**src/hdl/tvna_pkg.sv**
```systemverilog
// Shared types, codes and tables for the two-voice note allocator.
package tvna_pkg;

    localparam int NOTE_COUNT      = 8;
    localparam int VOLUME_LEVELS   = 6;
    localparam int FREQ_TABLE_SIZE = 8;
    localparam int VOL_TABLE_SIZE  = 6;

    // Highest usable volume level.
    localparam int VOL_TOP_I  = ((VOLUME_LEVELS - 1) < (VOL_TABLE_SIZE - 1)) ?
                                (VOLUME_LEVELS - 1) : (VOL_TABLE_SIZE - 1);
    localparam logic [2:0] VOL_TOP = 3'(VOL_TOP_I);

    localparam logic [3:0]  NO_NOTE        = 4'd8;
    localparam logic [15:0] FADE_TICKS_RST = 16'd24;
    localparam logic [3:0]  VOLUME_RST     = 4'd1;

    localparam logic [10:0] FREQ_TABLE [FREQ_TABLE_SIZE] =
        '{11'd523, 11'd587, 11'd659, 11'd698, 11'd784, 11'd880, 11'd988, 11'd1046};
    // 720000 / freq - 1 for each table entry
    localparam logic [10:0] DIV_TABLE [FREQ_TABLE_SIZE] =
        '{11'd1375, 11'd1225, 11'd1091, 11'd1030, 11'd917, 11'd817, 11'd727, 11'd687};
    localparam logic [3:0] VOL_TABLE [VOL_TABLE_SIZE] =
        '{4'd0, 4'd1, 4'd3, 4'd6, 4'd10, 4'd15};

    typedef enum logic [1:0] {
        ACT_TICK     = 2'd0,
        ACT_NOTE_ON  = 2'd1,
        ACT_NOTE_OFF = 2'd2,
        ACT_VOLUME   = 2'd3
    } action_t;

    typedef enum logic [1:0] {
        MODE_IDLE  = 2'd0,
        MODE_SOUND = 2'd1,
        MODE_FADE  = 2'd2
    } mode_t;

    typedef enum logic [1:0] {
        LAST_NONE   = 2'd0,
        LAST_FIRST  = 2'd1,
        LAST_SECOND = 2'd2
    } last_t;

    typedef enum logic [2:0] {
        ST_IDLE,
        ST_EXEC,
        ST_NEXT,
        ST_LOAD,
        ST_STEP,
        ST_DONE
    } state_t;

    typedef struct packed {
        logic       capture;
        logic       exec;
        logic       div_load;
        logic       div_step;
        logic       last_step;
        logic       load_out;
        logic       voice;
        logic [1:0] step;
    } cmd_t;

    typedef struct packed {
        logic [1:0] pend;
        logic       out_free;
    } status_t;

    function automatic logic [10:0] freq_of(input logic [3:0] n);
        logic [10:0] f;
        f = n[3] ? 11'd0 : FREQ_TABLE[n[2:0]];
        return f;
    endfunction

    function automatic logic [10:0] div_of(input logic [3:0] n);
        logic [10:0] d;
        d = n[3] ? 11'd0 : DIV_TABLE[n[2:0]];
        return d;
    endfunction

endpackage

```
**src/hdl/tvna_ctrl.sv**
```systemverilog
// Sequencer: input capture, update, fade divisions and output load.
module tvna_ctrl (
    input  logic             aclk,
    input  logic             aresetn,
    input  logic             s_valid,
    output logic             s_ready,
    input  tvna_pkg::status_t status,
    output tvna_pkg::cmd_t   cmd
);
    import tvna_pkg::*;

    state_t     state_reg, state_next;
    logic       voice_reg, voice_next;
    logic [1:0] step_reg, step_next;

    always_ff @(posedge aclk) begin
        if (!aresetn) begin
            state_reg <= ST_IDLE;
            voice_reg <= 1'b0;
            step_reg  <= 2'd0;
        end else begin
            state_reg <= state_next;
            voice_reg <= voice_next;
            step_reg  <= step_next;
        end
    end

    always_comb begin
        state_next = state_reg;
        voice_next = voice_reg;
        step_next  = step_reg;
        case (state_reg)
            ST_IDLE: begin
                if (s_valid) state_next = ST_EXEC;
            end
            ST_EXEC: state_next = ST_NEXT;
            ST_NEXT: begin
                if (status.pend[0]) begin
                    voice_next = 1'b0;
                    state_next = ST_LOAD;
                end else if (status.pend[1]) begin
                    voice_next = 1'b1;
                    state_next = ST_LOAD;
                end else begin
                    state_next = ST_DONE;
                end
            end
            ST_LOAD: begin
                step_next  = 2'd3;
                state_next = ST_STEP;
            end
            ST_STEP: begin
                step_next = step_reg - 2'd1;
                if (step_reg == 2'd0) state_next = ST_NEXT;
            end
            ST_DONE: begin
                if (status.out_free) state_next = ST_IDLE;
            end
            default: state_next = ST_IDLE;
        endcase
    end

    always_comb begin
        cmd       = '0;
        cmd.voice = voice_reg;
        cmd.step  = step_reg;
        s_ready   = 1'b0;
        case (state_reg)
            ST_IDLE: begin
                s_ready     = 1'b1;
                cmd.capture = s_valid;
            end
            ST_EXEC: cmd.exec = 1'b1;
            ST_NEXT: ;
            ST_LOAD: cmd.div_load = 1'b1;
            ST_STEP: begin
                cmd.div_step  = 1'b1;
                cmd.last_step = (step_reg == 2'd0);
            end
            ST_DONE: cmd.load_out = status.out_free;
            default: ;
        endcase
    end

endmodule

```
**src/hdl/tvna_datapath.sv**
```systemverilog
// Voice state, allocation logic, shared fade-duty divider and output register.
module tvna_datapath #(
    parameter int NOTE_COUNT    = tvna_pkg::NOTE_COUNT,
    parameter int VOLUME_LEVELS = tvna_pkg::VOLUME_LEVELS
) (
    input  logic              aclk,
    input  logic              aresetn,
    input  tvna_pkg::cmd_t    cmd,
    output tvna_pkg::status_t status,
    input  logic [1:0]        s_action,
    input  logic [2:0]        s_note,
    input  logic [2:0]        s_level,
    input  logic              cfg_wr_en,
    input  logic [15:0]       cfg_wr_data,
    input  logic              m_ready,
    output logic              m_valid,
    output logic [1:0]        m_first_voice_state,
    output logic [10:0]       m_first_voice_freq_hz,
    output logic [10:0]       m_first_voice_divider,
    output logic [3:0]        m_first_voice_duty,
    output logic [1:0]        m_second_voice_state,
    output logic [10:0]       m_second_voice_freq_hz,
    output logic [10:0]       m_second_voice_divider,
    output logic [3:0]        m_second_voice_duty
);
    import tvna_pkg::*;

    // highest usable note index plus one, and highest usable volume level
    localparam int NOTE_LIMIT = (NOTE_COUNT < FREQ_TABLE_SIZE) ? NOTE_COUNT : FREQ_TABLE_SIZE;
    localparam int LEVEL_TOP_I = ((VOLUME_LEVELS - 1) < (VOL_TABLE_SIZE - 1)) ?
                                 (VOLUME_LEVELS - 1) : (VOL_TABLE_SIZE - 1);
    localparam logic [2:0] LEVEL_TOP = 3'(LEVEL_TOP_I);

    // captured input word
    action_t    act_reg;
    logic [2:0] note_in_reg;
    logic [2:0] level_reg;

    logic [15:0] len_reg;
    mode_t       mode_reg [2];
    mode_t       mode_next [2];
    logic [3:0]  note_reg [2];
    logic [3:0]  note_next [2];
    logic [3:0]  duty_reg [2];
    logic [3:0]  duty_next [2];
    logic [15:0] elap_reg [2];
    logic [15:0] elap_next [2];
    last_t       last_reg, last_next;
    logic [3:0]  vol_reg, vol_next;
    logic [1:0]  pend_reg, pend_next;

    // divider
    logic [19:0] rem_reg;
    logic [2:0]  quo_reg;
    logic [19:0] div_sh;
    logic        q_bit;

    logic [16:0] t_inc [2];
    logic        note_ok;
    logic [2:0]  level_sat;
    logic        m_valid_reg;

    assign note_ok   = (32'(note_in_reg) < NOTE_LIMIT);
    assign level_sat = (level_reg > LEVEL_TOP) ? LEVEL_TOP : level_reg;
    assign div_sh    = 20'(len_reg) << cmd.step;
    assign q_bit     = (rem_reg >= div_sh);

    always_comb begin
        for (int v = 0; v < 2; v++) begin
            t_inc[v] = {1'b0, elap_reg[v]} + 17'd1;
        end
    end

    always_comb begin
        for (int v = 0; v < 2; v++) begin
            mode_next[v] = mode_reg[v];
            note_next[v] = note_reg[v];
            duty_next[v] = duty_reg[v];
            elap_next[v] = elap_reg[v];
        end
        last_next = last_reg;
        vol_next  = vol_reg;
        pend_next = pend_reg;

        if (cmd.exec) begin
            pend_next = 2'b00;
            case (act_reg)
                ACT_TICK: begin
                    for (int v = 0; v < 2; v++) begin
                        if (mode_reg[v] == MODE_FADE) begin
                            if (t_inc[v] > {1'b0, len_reg}) begin
                                mode_next[v] = MODE_IDLE;
                                duty_next[v] = 4'd0;
                            end else begin
                                elap_next[v] = t_inc[v][15:0];
                                pend_next[v] = 1'b1;
                            end
                        end
                    end
                end
                ACT_NOTE_ON: begin
                    if (note_ok) begin
                        if (mode_reg[0] == MODE_IDLE) begin
                            mode_next[0] = MODE_SOUND;
                            note_next[0] = {1'b0, note_in_reg};
                            duty_next[0] = vol_reg;
                            elap_next[0] = 16'd0;
                            last_next    = LAST_FIRST;
                        end else if (mode_reg[1] == MODE_IDLE) begin
                            mode_next[1] = MODE_SOUND;
                            note_next[1] = {1'b0, note_in_reg};
                            duty_next[1] = vol_reg;
                            elap_next[1] = 16'd0;
                            last_next    = LAST_SECOND;
                        end else if (mode_reg[0] == MODE_FADE) begin
                            mode_next[0] = MODE_SOUND;
                            note_next[0] = {1'b0, note_in_reg};
                            duty_next[0] = vol_reg;
                            elap_next[0] = 16'd0;
                            last_next    = LAST_FIRST;
                        end else if (mode_reg[1] == MODE_FADE) begin
                            mode_next[1] = MODE_SOUND;
                            note_next[1] = {1'b0, note_in_reg};
                            duty_next[1] = vol_reg;
                            elap_next[1] = 16'd0;
                            last_next    = LAST_SECOND;
                        end else if (last_reg == LAST_FIRST) begin
                            // steal: only the pitch changes
                            note_next[1] = {1'b0, note_in_reg};
                            last_next    = LAST_SECOND;
                        end else begin
                            note_next[0] = {1'b0, note_in_reg};
                            last_next    = LAST_FIRST;
                        end
                    end
                end
                ACT_NOTE_OFF: begin
                    if (note_ok) begin
                        if (mode_reg[0] == MODE_SOUND && note_reg[0] == {1'b0, note_in_reg}) begin
                            mode_next[0] = MODE_FADE;
                            elap_next[0] = 16'd0;
                            if (last_reg == LAST_FIRST) begin
                                last_next = (mode_reg[1] == MODE_IDLE) ? LAST_NONE : LAST_SECOND;
                            end
                        end else if (mode_reg[1] == MODE_SOUND &&
                                     note_reg[1] == {1'b0, note_in_reg}) begin
                            mode_next[1] = MODE_FADE;
                            elap_next[1] = 16'd0;
                            if (last_reg == LAST_SECOND) begin
                                last_next = (mode_reg[0] == MODE_IDLE) ? LAST_NONE : LAST_FIRST;
                            end
                        end
                    end
                end
                ACT_VOLUME: begin
                    vol_next = VOL_TABLE[level_sat];
                    for (int v = 0; v < 2; v++) begin
                        mode_next[v] = MODE_IDLE;
                        duty_next[v] = 4'd0;
                        elap_next[v] = 16'd0;
                    end
                end
                default: ;
            endcase
        end

        if (cmd.div_step && cmd.last_step) begin
            duty_next[cmd.voice] = {quo_reg, q_bit};
            pend_next[cmd.voice] = 1'b0;
        end
    end

    always_ff @(posedge aclk) begin
        if (!aresetn) begin
            len_reg  <= FADE_TICKS_RST;
            last_reg <= LAST_NONE;
            vol_reg  <= VOLUME_RST;
            pend_reg <= 2'b00;
            for (int v = 0; v < 2; v++) begin
                mode_reg[v] <= MODE_IDLE;
                note_reg[v] <= NO_NOTE;
                duty_reg[v] <= 4'd0;
                elap_reg[v] <= 16'd0;
            end
        end else begin
            if (cfg_wr_en) len_reg <= cfg_wr_data;
            last_reg <= last_next;
            vol_reg  <= vol_next;
            pend_reg <= pend_next;
            for (int v = 0; v < 2; v++) begin
                mode_reg[v] <= mode_next[v];
                note_reg[v] <= note_next[v];
                duty_reg[v] <= duty_next[v];
                elap_reg[v] <= elap_next[v];
            end
        end
    end

    // input word capture and the restoring divider, payload only
    always_ff @(posedge aclk) begin
        if (cmd.capture) begin
            act_reg     <= action_t'(s_action);
            note_in_reg <= s_note;
            level_reg   <= s_level;
        end
        if (cmd.div_load) begin
            rem_reg <= 20'(vol_reg) * 20'(len_reg - elap_reg[cmd.voice]);
            quo_reg <= 3'd0;
        end else if (cmd.div_step) begin
            if (q_bit) rem_reg <= rem_reg - div_sh;
            quo_reg <= {quo_reg[1:0], q_bit};
        end
    end

    // output register: holds a finished word while the next one is worked on
    always_ff @(posedge aclk) begin
        if (!aresetn) begin
            m_valid_reg <= 1'b0;
        end else if (cmd.load_out) begin
            m_valid_reg <= 1'b1;
        end else if (m_ready) begin
            m_valid_reg <= 1'b0;
        end
    end

    always_ff @(posedge aclk) begin
        if (cmd.load_out) begin
            m_first_voice_state     <= mode_reg[0];
            m_first_voice_freq_hz   <= freq_of(note_reg[0]);
            m_first_voice_divider   <= div_of(note_reg[0]);
            m_first_voice_duty      <= duty_reg[0];
            m_second_voice_state    <= mode_reg[1];
            m_second_voice_freq_hz  <= freq_of(note_reg[1]);
            m_second_voice_divider  <= div_of(note_reg[1]);
            m_second_voice_duty     <= duty_reg[1];
        end
    end

    assign m_valid         = m_valid_reg;
    assign status.pend     = pend_reg;
    assign status.out_free = !m_valid_reg || m_ready;

    a_idle_quiet_0: assert property (@(posedge aclk) disable iff (!aresetn)
        mode_reg[0] == MODE_IDLE |-> duty_reg[0] == 4'd0)
        else $error("first voice idle with nonzero duty");
    a_idle_quiet_1: assert property (@(posedge aclk) disable iff (!aresetn)
        mode_reg[1] == MODE_IDLE |-> duty_reg[1] == 4'd0)
        else $error("second voice idle with nonzero duty");
    a_duty_cap_0: assert property (@(posedge aclk) disable iff (!aresetn)
        duty_reg[0] <= vol_reg)
        else $error("first voice duty above volume");
    a_duty_cap_1: assert property (@(posedge aclk) disable iff (!aresetn)
        duty_reg[1] <= vol_reg)
        else $error("second voice duty above volume");
    a_div_fading: assert property (@(posedge aclk) disable iff (!aresetn)
        cmd.div_load |-> mode_reg[cmd.voice] == MODE_FADE && pend_reg[cmd.voice])
        else $error("fade division started on a voice that is not fading");

endmodule

```
**src/hdl/two_voice_note_allocator_with_fade.sv**
```systemverilog
// Top level of the two-voice note allocator with release fade.
// Each input word (tick, note on, note off, set volume) produces one output word with
// the state, frequency, timer divider and duty of both voices. On a tick, each voice
// still fading gets its duty from a shared 4-step restoring divider, one voice after
// the other, before the word is loaded into the output register. The input is taken
// again once the result is in the output register, while that word still waits for
// m_ready; a result that finds the output register still full waits for m_ready.
// fade_ticks is written through cfg_wr_en/cfg_wr_data and resets to 24.
module two_voice_note_allocator_with_fade #(
    parameter int NOTE_COUNT    = tvna_pkg::NOTE_COUNT,
    parameter int VOLUME_LEVELS = tvna_pkg::VOLUME_LEVELS
) (
    input  logic        aclk,
    input  logic        aresetn,
    input  logic        s_valid,
    output logic        s_ready,
    input  logic [1:0]  s_action,
    input  logic [2:0]  s_note,
    input  logic [2:0]  s_level,
    input  logic        cfg_wr_en,
    input  logic [15:0] cfg_wr_data,
    output logic        m_valid,
    input  logic        m_ready,
    output logic [1:0]  m_first_voice_state,
    output logic [10:0] m_first_voice_freq_hz,
    output logic [10:0] m_first_voice_divider,
    output logic [3:0]  m_first_voice_duty,
    output logic [1:0]  m_second_voice_state,
    output logic [10:0] m_second_voice_freq_hz,
    output logic [10:0] m_second_voice_divider,
    output logic [3:0]  m_second_voice_duty
);
    import tvna_pkg::*;

    cmd_t    cmd;
    status_t status;

    tvna_ctrl u_ctrl (
        .aclk    (aclk),
        .aresetn (aresetn),
        .s_valid (s_valid),
        .s_ready (s_ready),
        .status  (status),
        .cmd     (cmd)
    );

    tvna_datapath #(
        .NOTE_COUNT    (NOTE_COUNT),
        .VOLUME_LEVELS (VOLUME_LEVELS)
    ) u_datapath (
        .aclk                   (aclk),
        .aresetn                (aresetn),
        .cmd                    (cmd),
        .status                 (status),
        .s_action               (s_action),
        .s_note                 (s_note),
        .s_level                (s_level),
        .cfg_wr_en              (cfg_wr_en),
        .cfg_wr_data            (cfg_wr_data),
        .m_ready                (m_ready),
        .m_valid                (m_valid),
        .m_first_voice_state    (m_first_voice_state),
        .m_first_voice_freq_hz  (m_first_voice_freq_hz),
        .m_first_voice_divider  (m_first_voice_divider),
        .m_first_voice_duty     (m_first_voice_duty),
        .m_second_voice_state   (m_second_voice_state),
        .m_second_voice_freq_hz (m_second_voice_freq_hz),
        .m_second_voice_divider (m_second_voice_divider),
        .m_second_voice_duty    (m_second_voice_duty)
    );

endmodule

```
**config.mk**
```make
export PLATFORM = sky130hd
export DESIGN_NAME = two_voice_note_allocator_with_fade
export DESIGN_NICKNAME = d
export VERILOG_FILES = /design/src/hdl/tvna_pkg.sv /design/src/hdl/tvna_ctrl.sv /design/src/hdl/tvna_datapath.sv /design/src/hdl/two_voice_note_allocator_with_fade.sv
export SDC_FILE = /design/constraint.sdc
export NUM_CORES = 1
export LEC_CHECK = 0
export BUFFER_PORTS_ARGS = -buffer_cell sky130_fd_sc_hd__buf_2
export CAP_MARGIN = 20
export CORE_MARGIN = 4
export CORE_UTILIZATION = 35
export DETAILED_ROUTE_END_ITERATION = 10
export PLACE_DENSITY = 0.52
export RECOVER_POWER = 100
export SYNTH_ARGS = -nofsm -noshare
export SYNTH_HDL_FRONTEND = slang
export SYNTH_SLANG_ARGS = --single-unit
```
**constraint.sdc**
```tcl
create_clock -name aclk -period 7.5 [get_ports aclk]
set_clock_uncertainty 0.1 [all_clocks]
set_input_delay 1.125 -clock aclk [delete_from_list [all_inputs] [get_ports aclk]]
set_output_delay 1.125 -clock aclk [all_outputs]
set_load 0.01 [all_outputs]
```
# Word-level counts from Yosys, hierarchy flattened
# Memories as Yosys holds them, arrays and structs flattened. A register that Yosys moved wholly into a read port is not among the register bits.
# Cells that the tools add are included.
[totals]
regBits = 70
latch_bits = 0
mem_bits_rw = 52
mem_bits_ro = 384
out_inout_bits = 58
wordCells = 215
mem_count = 9
[memory_table]
columns = ["memory", "depth", "width", "rd", "rd_ports_with_merged_regs", "write_ports", "line_no", "source"]
rows = [
  ["(name not given)", 8, 11, 1, 1, 0, "tvna_pkg.sv:72", "f = n[3] ? 11'd0 : FREQ_TABLE[n[2:0]];"],
  ["(name not given)", 8, 11, 1, 1, 0, "tvna_pkg.sv:78", "d = n[3] ? 11'd0 : DIV_TABLE[n[2:0]];"],
  ["(name not given)", 8, 11, 1, 1, 0, "tvna_pkg.sv:78", ""],
  ["(name not given)", 8, 11, 1, 1, 0, "tvna_pkg.sv:72", ""],
  ["(name not given)", 8, 4, 1, 1, 0, "tvna_datapath.sv:156", "vol_next = VOL_TABLE[level_sat];"],
  ["u_datapath.elap_reg", 2, 16, 3, 1, 2, "tvna_datapath.sv:46", "logic [15:0] elap_reg [2];"],
  ["3 more memories", "-", "-", "-", "-", "-", "-", ""],
]
[op_classes]
addsub = 5
multipliers = 1
div_mod_pow = 0
magnitude_cmp = 8
eq_ne = 22
n_shift = 1
mux = 115
n_bitwise = 14
n_reduce_logical = 24
[op_table]
columns = ["cell", "count"]
rows = [
  ["$mux 16", 16],
  ["$pmux 32 s4", 1],
  ["$mux 4", 27],
  ["$mux 2", 30],
  ["$mux 20", 3],
  ["$add 16x1->17 const B", 2],
  ["$gt 17x16->1", 2],
  ["$mux 32", 1],
  ["$mux 8", 4],
  ["$pmux 8 s3", 1],
  ["$ge 20x20->1", 1],
  ["$mul 4x20->20", 1],
  ["$shl 16x2->20", 1],
  ["$sub 20x20->20", 1],
  ["$mux 1", 19],
  ["$mux 3", 6],
  ["$pmux 3 s6", 1],
  ["$sub 16x16->17", 1],
  ["$pmux 4 s4", 1],
  ["$not 3->4", 3],
  ["$reduce_bool 2->1", 6],
  ["$eq 2x2->1 const B", 5],
  ["$bwmux 8", 1],
  ["$eq 2x1->1 const B", 4],
  ["29 further kinds", 52],
]

# Logic depth before layout (Yosys ltp)
# Gate-level depths: netlist of the first run.
# An unclocked memory read counts as a cell.
[depth]
word_depth = 11
ltp_mapped = 23
ltp_nobuf = 22

# Cells and area by module
# Synthesis of the first run repeated with hierarchy kept, for this count alone.
[unflattened]
hier_cells = 1438
hier_area_um2 = 12929.9
[modules_own_cells]
columns = ["mod", "instances", "cells_each", "area_per_inst_um2", "seq_area_each_um2"]
rows = [
  ["tvna_datapath", 1, 1390, 12542.0, 4124.0],
  ["tvna_ctrl", 1, 48, 387.9, 120.1],
]

# Least setup slack after synthesis of the first run
# No wires, ideal clock.
[synth_timing]
path_type = "register to register"
start = "register (tool-made name)"
end = "register u_datapath.rem_reg[18], data pin"
setup_ps = 264
arrival_time_ps = 5315
required_ps = 7136
setup_slack_ps = 1821
path_stages_with_launch = 21
path_buffers = 1
path_cell_list = "dfxtp_1 > clkbuf_1 > mux2_2 > ha_1 > fa_1 > nand2b_1 > a211o_1 > and3_1 > and2_1 > fa_1 > inv_1 > fa_1 > inv_1 > ha_1 > a211o_1 > o221a_2 > o31a_1 > o41ai_2 > o21ai_0 > o2111ai_1 > nand3_1"
[synth_rtl]
columns = ["element", "line_no", "source"]
rows = [
  ["end signal, assigned", "tvna_datapath.sv:207", "rem_reg <= 20'(vol_reg) * 20'(len_reg - elap_reg[cmd.voice]);"],
  ["end signal, assigned", "tvna_datapath.sv:210", "if (q_bit) rem_reg <= rem_reg - div_sh;"],
  ["end, declared", "tvna_datapath.sv:53", "logic [19:0] rem_reg;"],
]

==> results of run 1 <==
-- critical path, stage by stage, from the launching register on --
cell and delay [ns]:
dfxtp_1 0.31, buf_4 0.27, mux2_2 0.38, ha_1 0.24
fa_1 0.44, nand2b_1 0.18, a211o_1 0.30, and3_1 0.19
and2_0 0.18, fa_1 0.50, inv_1 0.05, fa_1 0.54
inv_1 0.05, ha_1 0.36, a211o_1 0.28, o221a_2 0.24
o31a_1 0.27, o41ai_1 0.53, o21ai_0 0.29, o2111ai_1 0.23
nand3_1 0.09
-- cell families (layout without fill, tap and decap cells) --
| kind of cell | Yosys count | count (layout) | synth area share [%] |
|---|---|---|---|
| DFF | 171 | 171 | 32.4 |
| muxes | 65 | 65 | 5.40 |
| and+or+nand+nor | 478 | 478 | 18.7 |
| AOI/OAI and AO/OA | 345 | 345 | 16.9 |
| xor gates and xnor gates | 77 | 77 | 5.13 |
| adders and majority gates | 146 | 146 | 15.9 |
| buffers and inverters | 188 | 256 | 5.61 |
-- layer usage --
| metal | routed length (um) | vias to the layer above |
|---|---|---|
| met5 | 0 | - |
| met4 | 810 | 0 |
| met3 | 1370 | 40 |
| met2 | 16300 | 215 |
| met1 | 16800 | 5182 |
| li1 | - | 5334 |
-- synthesized netlist by cell type (6+ instances only) --
master      n
nor2_1    130
inv_1     125
ha_1      111
nand2_1   105
a21oi_1   101
dfxtp_1    87
edfxtp_1   84
o21ai_0    68
mux2i_1    53
clkbuf_1   49
and2_1     46
xnor2_1    46
nand3_1    42
fa_1       35
a21o_1     34
xor2_1     31
nor2b_1    22
nand2b_1   20
nor3_1     20
o21a_1     18
nand4_1    17
a211oi_1   16
and3_1     13
a31oi_1    11
o211ai_1   10
nand3b_1    9
or3_1       9
mux2_2      8
o311ai_0    8
o31ai_1     8
and4_1      7
nor4_1      7
o21ai_1     7
a211o_1     6
-- final cells by class --
class	instances	area, um^2	share of cell area, %
tap	504	631	4.35
clock buffer	19	443	3.06
clock inverter	13	159	1.10
inverter	128	480	3.32
timing repair buffer	96	407	2.81
sequential	171	4260	29.4
multi-input combinational	1111	8100	55.9
-- placed cells by master (no fill, tap or decap), types with 10 or more instances in the layout --
| master | synthesis | layout |
|---|---|---|
| a31oi_1 | 11 | 11 |
| xnor2_1 | 46 | 46 |
| and2_1 | 46 | 43 |
| o21ai_0 | 68 | 71 |
| clkbuf_1 | 49 | 70 |
| nand3_1 | 42 | 43 |
| o311ai_0 | 8 | 11 |
| a211oi_1 | 16 | 16 |
| a21o_1 | 34 | 34 |
| xor2_1 | 31 | 31 |
| nand2_1 | 105 | 105 |
| dfxtp_1 | 87 | 87 |
| mux2i_1 | 53 | 53 |
| ha_1 | 111 | 111 |
| and3_1 | 13 | 13 |
| o211ai_1 | 10 | 10 |
| nor3_1 | 20 | 20 |
| nand2b_1 | 20 | 20 |
| a21oi_1 | 101 | 101 |
| nor2_1 | 130 | 130 |
| fa_1 | 35 | 35 |
| inv_1 | 125 | 125 |
| buf_2 | 4 | 22 |
| edfxtp_1 | 84 | 84 |
| clkbuf_16 | 0 | 17 |
| nand4_1 | 17 | 17 |
| nor2b_1 | 22 | 22 |
| o21a_1 | 18 | 18 |
-- stage by stage --
stage                     total power, mW  std cells  hold WS [ns]  instance area [um^2]
after CTS                            2.87       2042         0.361                 14600
after global routing                 3.02       2042         0.385                 14500
after detailed placement             1.93       2010         0.345                 14000
after global placement               1.92       2010         0.346                 14000
after floorplan                      1.72       1470         0.325                 13200
final                                2.83       2042         0.362                 14500
-- path summary, 6_finish.rpt --
path,from,end,slack (ns)
setup / recovery,register,u_datapath.rem_reg[18],1.24
hold / removal,u_datapath.duty_reg[0][5],u_datapath.m_second_voice_duty[1],0.36
setup reg to reg,register,u_datapath.rem_reg[18],1.24
hold reg to reg,u_datapath.duty_reg[0][5],u_datapath.m_second_voice_duty[1],0.36
-- power breakdown --
part | internal (mW) | switching [mW] | total, mW
combinational | 0.317 | 0.476 | 0.793
sequential | 1.05 | 0.0510 | 1.10
clock | 0.510 | 0.426 | 0.936
==> results.md, run 1 <==
- Status: complete, but fails checks
- Failing checks: capacitance limit, slew limit
- Vias in the first global route: around 11000
- Worst setup margin: ~1.2 ns
- Post-synth net total: approximately 1600
- Top-area cell type share of the netlist area: 19.2%
- Synth warnings: 0
- Largest net degree at the start of global routing: 64
- Arrival @ worst endpoint: about 6.4 ns
- Initial DRC Count: 682
- Library cells used by synthesis: 79
- Syn-to-layout area delta: 10.1%
- Period utilization: around 83%
- Core area: between 0.03 and 0.04 mm^2
- Worst slew pin tran: approximately 3.1 ns
- Lkg Pwr: roughly 5.8 nW
- Pre-CTS setup slack: 1.46 ns
- Post-DP HPWL: about 27000 um
- Pwr dens: 195 mW/mm^2
- Total routed wirelength: 35300 um
- Root Driver: clkbuf_16
- # rows: 70
- Number of port buffers: 86
- Max-Cap Viols: 3
- Mapped Cells: 1470
- Antenna Cells: 0
- Total GRT Usage: roughly 17%
- Worst Path Required: ~7.6 ns
- Max reg flops: 32
- Layout cell share with drive strength beyond 1: 5.53%
- CTS tree: yes
- Met2 track demand over resource: 28.5%
- Post-CTS sizing: 0
- Slew Limit Fails: between 100 and 150
- GRT overflow: 0
- Async set-reset flop share out of synthesis: 0%
- Post-route setup TNS: 0 ns
- DRT Pass-1 Iters: 6
- Wire per inst: around 17 um
- Hold crit path type: reg -> reg
- Critical path capture point type: register
- Final Critical Period: between 6 and 7 ns
- Startpoint types: register
- Post-synthesis sequential area ratio: between 30% and 40%
- Chip Width: between 200 and 250 um
- Remaining antenna violation count after routing: 0
- Post-Route Utilization: about 39%
- Final #Nets: between 1500 and 2000
- Unrepaired setup endpoints after global routing: no
- Post-synthesis cell area: 0.0132 mm^2
- Initial antenna violation count: 0
- Vias after detailed routing: 10800
- Final setup viols: 0
- # IOs: 87
- Final hold vios: 0
- Dominant synthesized flop cell: dfxtp_1
- Synth area leader: edfxtp_1
- Worst vdd ir: roughly 0.17 mV
- Vias/cell: 5.27
- Htree depth: 4
- Gr busiest metal: met2
- Hold Path Depth: 0
- M3 GR Usage: 2.84%
- # clock sinks: about 170
- Clock tree buffer depth: 2
- Synth Register Bits: around 170
- DR DRC count: 0
- Die area: roughly 0.04 mm^2
- CP Class: reg -> reg
- Gp weighted congestion: 0.866
- Clk slew on worst S/H paths: about 0.070 ns
- Starting Density: between 30% and 40%
- Top cells by area, synth: edfxtp_1, dfxtp_1, ha_1, fa_1, mux2i_1
- CP max FO: 16
- Die height: slightly above 200 um
- Clock Latency Late Sink: roughly 0.46 ns
- Post-CTS Setup Inserts: 0
- First-pass GRT wire length: between 50000 and 60000 um
- Max-slew headroom: -108%
- Fmax: between 150 and 200 MHz
- Post-synth EDFFs: 84
- Fillers: roughly 3700
- CTS Buf Count: 17
- R2R cell count: 20
- Syn avg cell area: 8.95 um^2
- Hold buffers post-CTS: 0
- GR Layer Usage met1: around a quarter
Note: power is estimated with default switching activity, not from simulation.
==> run 2, diff against run 1 <==
- PLACE_DENSITY: 0.52 -> 0.54
- clock period: 7.5 -> 5.61 ns (I/O delays scaled with it)
==> run 2 against run 1 <==
Compared with the run above:
- the run still ends with capacitance limit, slew limit left
- worst hold slack is essentially flat
- non-clock buffer count is 33 higher
- register-to-register slack got worse by 1.2 ns
- sequential power rose by 35%
- combinational power grew 41%
- clock-buffer cell count decreased by 1
- worst setup slack got worse by 1.2 ns
- wire length increased by 0.71%
- critical endpoint is now u_datapath.rem_reg[16]
- largest power group unchanged
==> results.md, run 2 (synthesized netlist as in run 1, its figures left out) <==
- Status: complete, but fails checks
- Failing checks: capacitance limit, slew limit
- Arrival @ worst endpoint: 5.61 ns (-0.75 ns)
- DR DRC count: 0 (unchanged)
- CTS tree: yes
- Number of port buffers: 86 (unchanged)
- Startpoint types: register
- Fmax: 181 MHz (+13%)
- CP bufs+invs: 2 (-1)
- # rows: 70 (unchanged)
- Die area: 0.0408 mm^2 (unchanged)
- GRT overflow: 0 (unchanged)
- Max reg flops: 32 (unchanged)
- Hold crit path type: reg -> reg
- P_int: 2.59 mW (+38%)
- Clock Latency Late Sink: 0.45 ns (about the same)
- Initial DRC Count: 693 (+1.6%)
- Total routed wirelength: 35600 um (+0.71%)
- Post-DP HPWL: 27400 um (+1.9%)
- Lkg Pwr: 6.10 nW (+4.3%)
- Starting Density: 35.7% (unchanged)
- Vias/cell: 5.22 (-0.97%)
- Worst setup margin: 0.0751 ns (-1.16 ns)
- Pre-CTS setup slack: -0.0265 ns (-1.48 ns)
- Pwr dens: 259 mW/mm^2 (+32%)
- Max-Cap Viols: 3 (unchanged)
- Slowest stage delay, CP: 0.53 ns (about the same)
- CP Class: reg -> reg
- Period utilization: 98.7% (+15 points)
- Syn-to-layout area delta: 14.1%
- # IOs: 87 (unchanged)
- Commonest non-fill, non-tap cells in the layout: nor2_1, inv_1, ha_1, nand2_1, a21oi_1
- Post-Route Utilization: 40.7% (+1.4 points)
- Total power: 3.89 mW (+37%)
- M3 GR Usage: 3.05% (+0.21 points)
- Reg power frac: 38.0% (-1.0 points)
- Switch share: 33.4% (-0.22 points)
- Worst slew pin tran: 2.87 ns (-0.251 ns)
- Clk slew on worst S/H paths: 0.08 ns (about the same)
- # clock sinks: 171 (unchanged)
- Hold buffers post-CTS: 0 (unchanged)
- Unrepaired setup endpoints after global routing: yes
- Met2 track demand over resource: 28.4% (-0.14 points)
- Final setup viols: 0 (unchanged)
- Worst vdd ir: 0.235 mV (+41%)
- Wire per inst: 17.1 um (-0.89%)
- Initial antenna violation count: 0 (unchanged)
- Antenna Cells: 0 (unchanged)
- Total net switching power: 1.30 mW (+36%)
- Post-route setup TNS: 0 ns (unchanged)
- Gr busiest metal: met2
- Final hold vios: 0 (unchanged)
- Htree depth: 4 (unchanged)
- Critical-path cell list: mux2_2, ha_2, fa_1, nand2b_4, a211o_1, and3_4, and2_1, fa_1, inv_1, fa_1, inv_2, ha_4, a211o_1, o221a_2, o31a_1, o41ai_4, o21bai_1, a211oi_2, o31ai_1
- Gp weighted congestion: 0.915 (+5.6%)
- Clock tree buffer depth: 2 (unchanged)
- Layout cell share with drive strength beyond 1: 9.74% (+4.2 points)
- Core area: 0.0369 mm^2 (unchanged)
- Critical path capture point type: register
- Clk network pwr share: 33.2% (about the same)
- Largest net degree at the start of global routing: 57 (-11%)
- Total GRT Usage: 17.5% (+0.15 points)
- Vias after detailed routing: 10800 (+0.63%)
- Worst Path Required: 5.69 ns (-1.91 ns)
- CP max stage cell: fa_1
- Final Critical Period: 5.53 ns (-0.727 ns)
- GR Layer Usage met1: 23.4% (about the same)
- Most frequent CP cell: fa_1
- Most common cell after layout, fill and taps aside: nor2_1
- Final #Nets: 1733 (+1.9%)
- Root Driver: clkbuf_16
- Vias in the first global route: 10700 (+1.6%)
- Combinational power share: 28.8% (+0.8 points)
- DRT Pass-1 Iters: 6 (unchanged)
- Max-slew headroom: -91.1% (+17 points)
- CP max FO: 4 (-12)
- CP delay by family, top: compound AO/OA/AOI/OAI gates
- Remaining antenna violation count after routing: 0 (unchanged)
- First-pass GRT wire length: 57600 um (+0.44%)
- Slew Limit Fails: 122 (-16%)
- Die height: 202 um (unchanged)
- Chip Width: 202 um (unchanged)
- CTS Buf Count: 17 (unchanged)
==> run 2: cell types whose count changed in the layout (fill, tap and decap cells not counted), sizes merged <==
cell / change
clkinv: -4
bufinv: +1
clkbuf: -4
buf: +36
clkinvlp: +2
inv: +2
==> run 2: through the flow <==
stage / cell area, um^2 / std cells / hold WS (ns)
2_1_floorplan: 13200 / 1470 / 0.325
3_3_place_gp: 14300 / 2039 / 0.347
3_5_place_dp: 14300 / 2039 / 0.353
4_1_cts: 14900 / 2071 / 0.362
5_1_grt: 15000 / 2075 / 0.382
6_report: 15000 / 2075 / 0.362
==> run 2: metal layers <==
metal / share of wire [%] / vias up
li1: - / 5402
met1: 46 / 5133
met2: 46 / 255
met3: 4.6 / 49
met4: 3.1 / 0
met5: 0 / -
==> run 2: final timing paths <==
path | startpoint | to | slack [ns] | cells past startpoint
worst max-delay path | register | u_datapath.rem_reg[16] | 0.08 | 19
worst min-delay path | u_datapath.duty_reg[0][2] | u_datapath.m_first_voice_duty[2] | 0.36 | 0
worst max register to register | register | u_datapath.rem_reg[16] | 0.08 | 19
worst min register to register | u_datapath.duty_reg[0][2] | u_datapath.m_first_voice_duty[2] | 0.36 | 0
==> run 2: power groups by stage <==
stage / combinational [mW] / clock [mW] / sequential [mW]
final: 1.12 / 1.29 / 1.48
after floorplan: 0.824 / 0 / 1.47
after detailed placement: 1.09 / 0 / 1.50
after global routing: 1.27 / 1.37 / 1.49
after CTS: 1.10 / 1.33 / 1.47
after global placement: 1.08 / 0 / 1.50
==> run 2: layout make-up <==
type | count | area (um^2)
Clock buffer | 18 | 429
Clock inverter | 14 | 203
Fill cell | 3721 | 21900
Inverter | 128 | 480
Multi-Input combinational cell | 1111 | 8330
Sequential cell | 171 | 4270
Tap cell | 504 | 631
Timing Repair Buffer | 129 | 669
==> run 2: repair_timing <==
item                                    in CTS  in global routing
resized for setup                            1                 33
gates cloned                                 0                  0
endpoints found under the setup margin       1                  8
setup buffers                                0                  4
pin swaps                                    0                 21
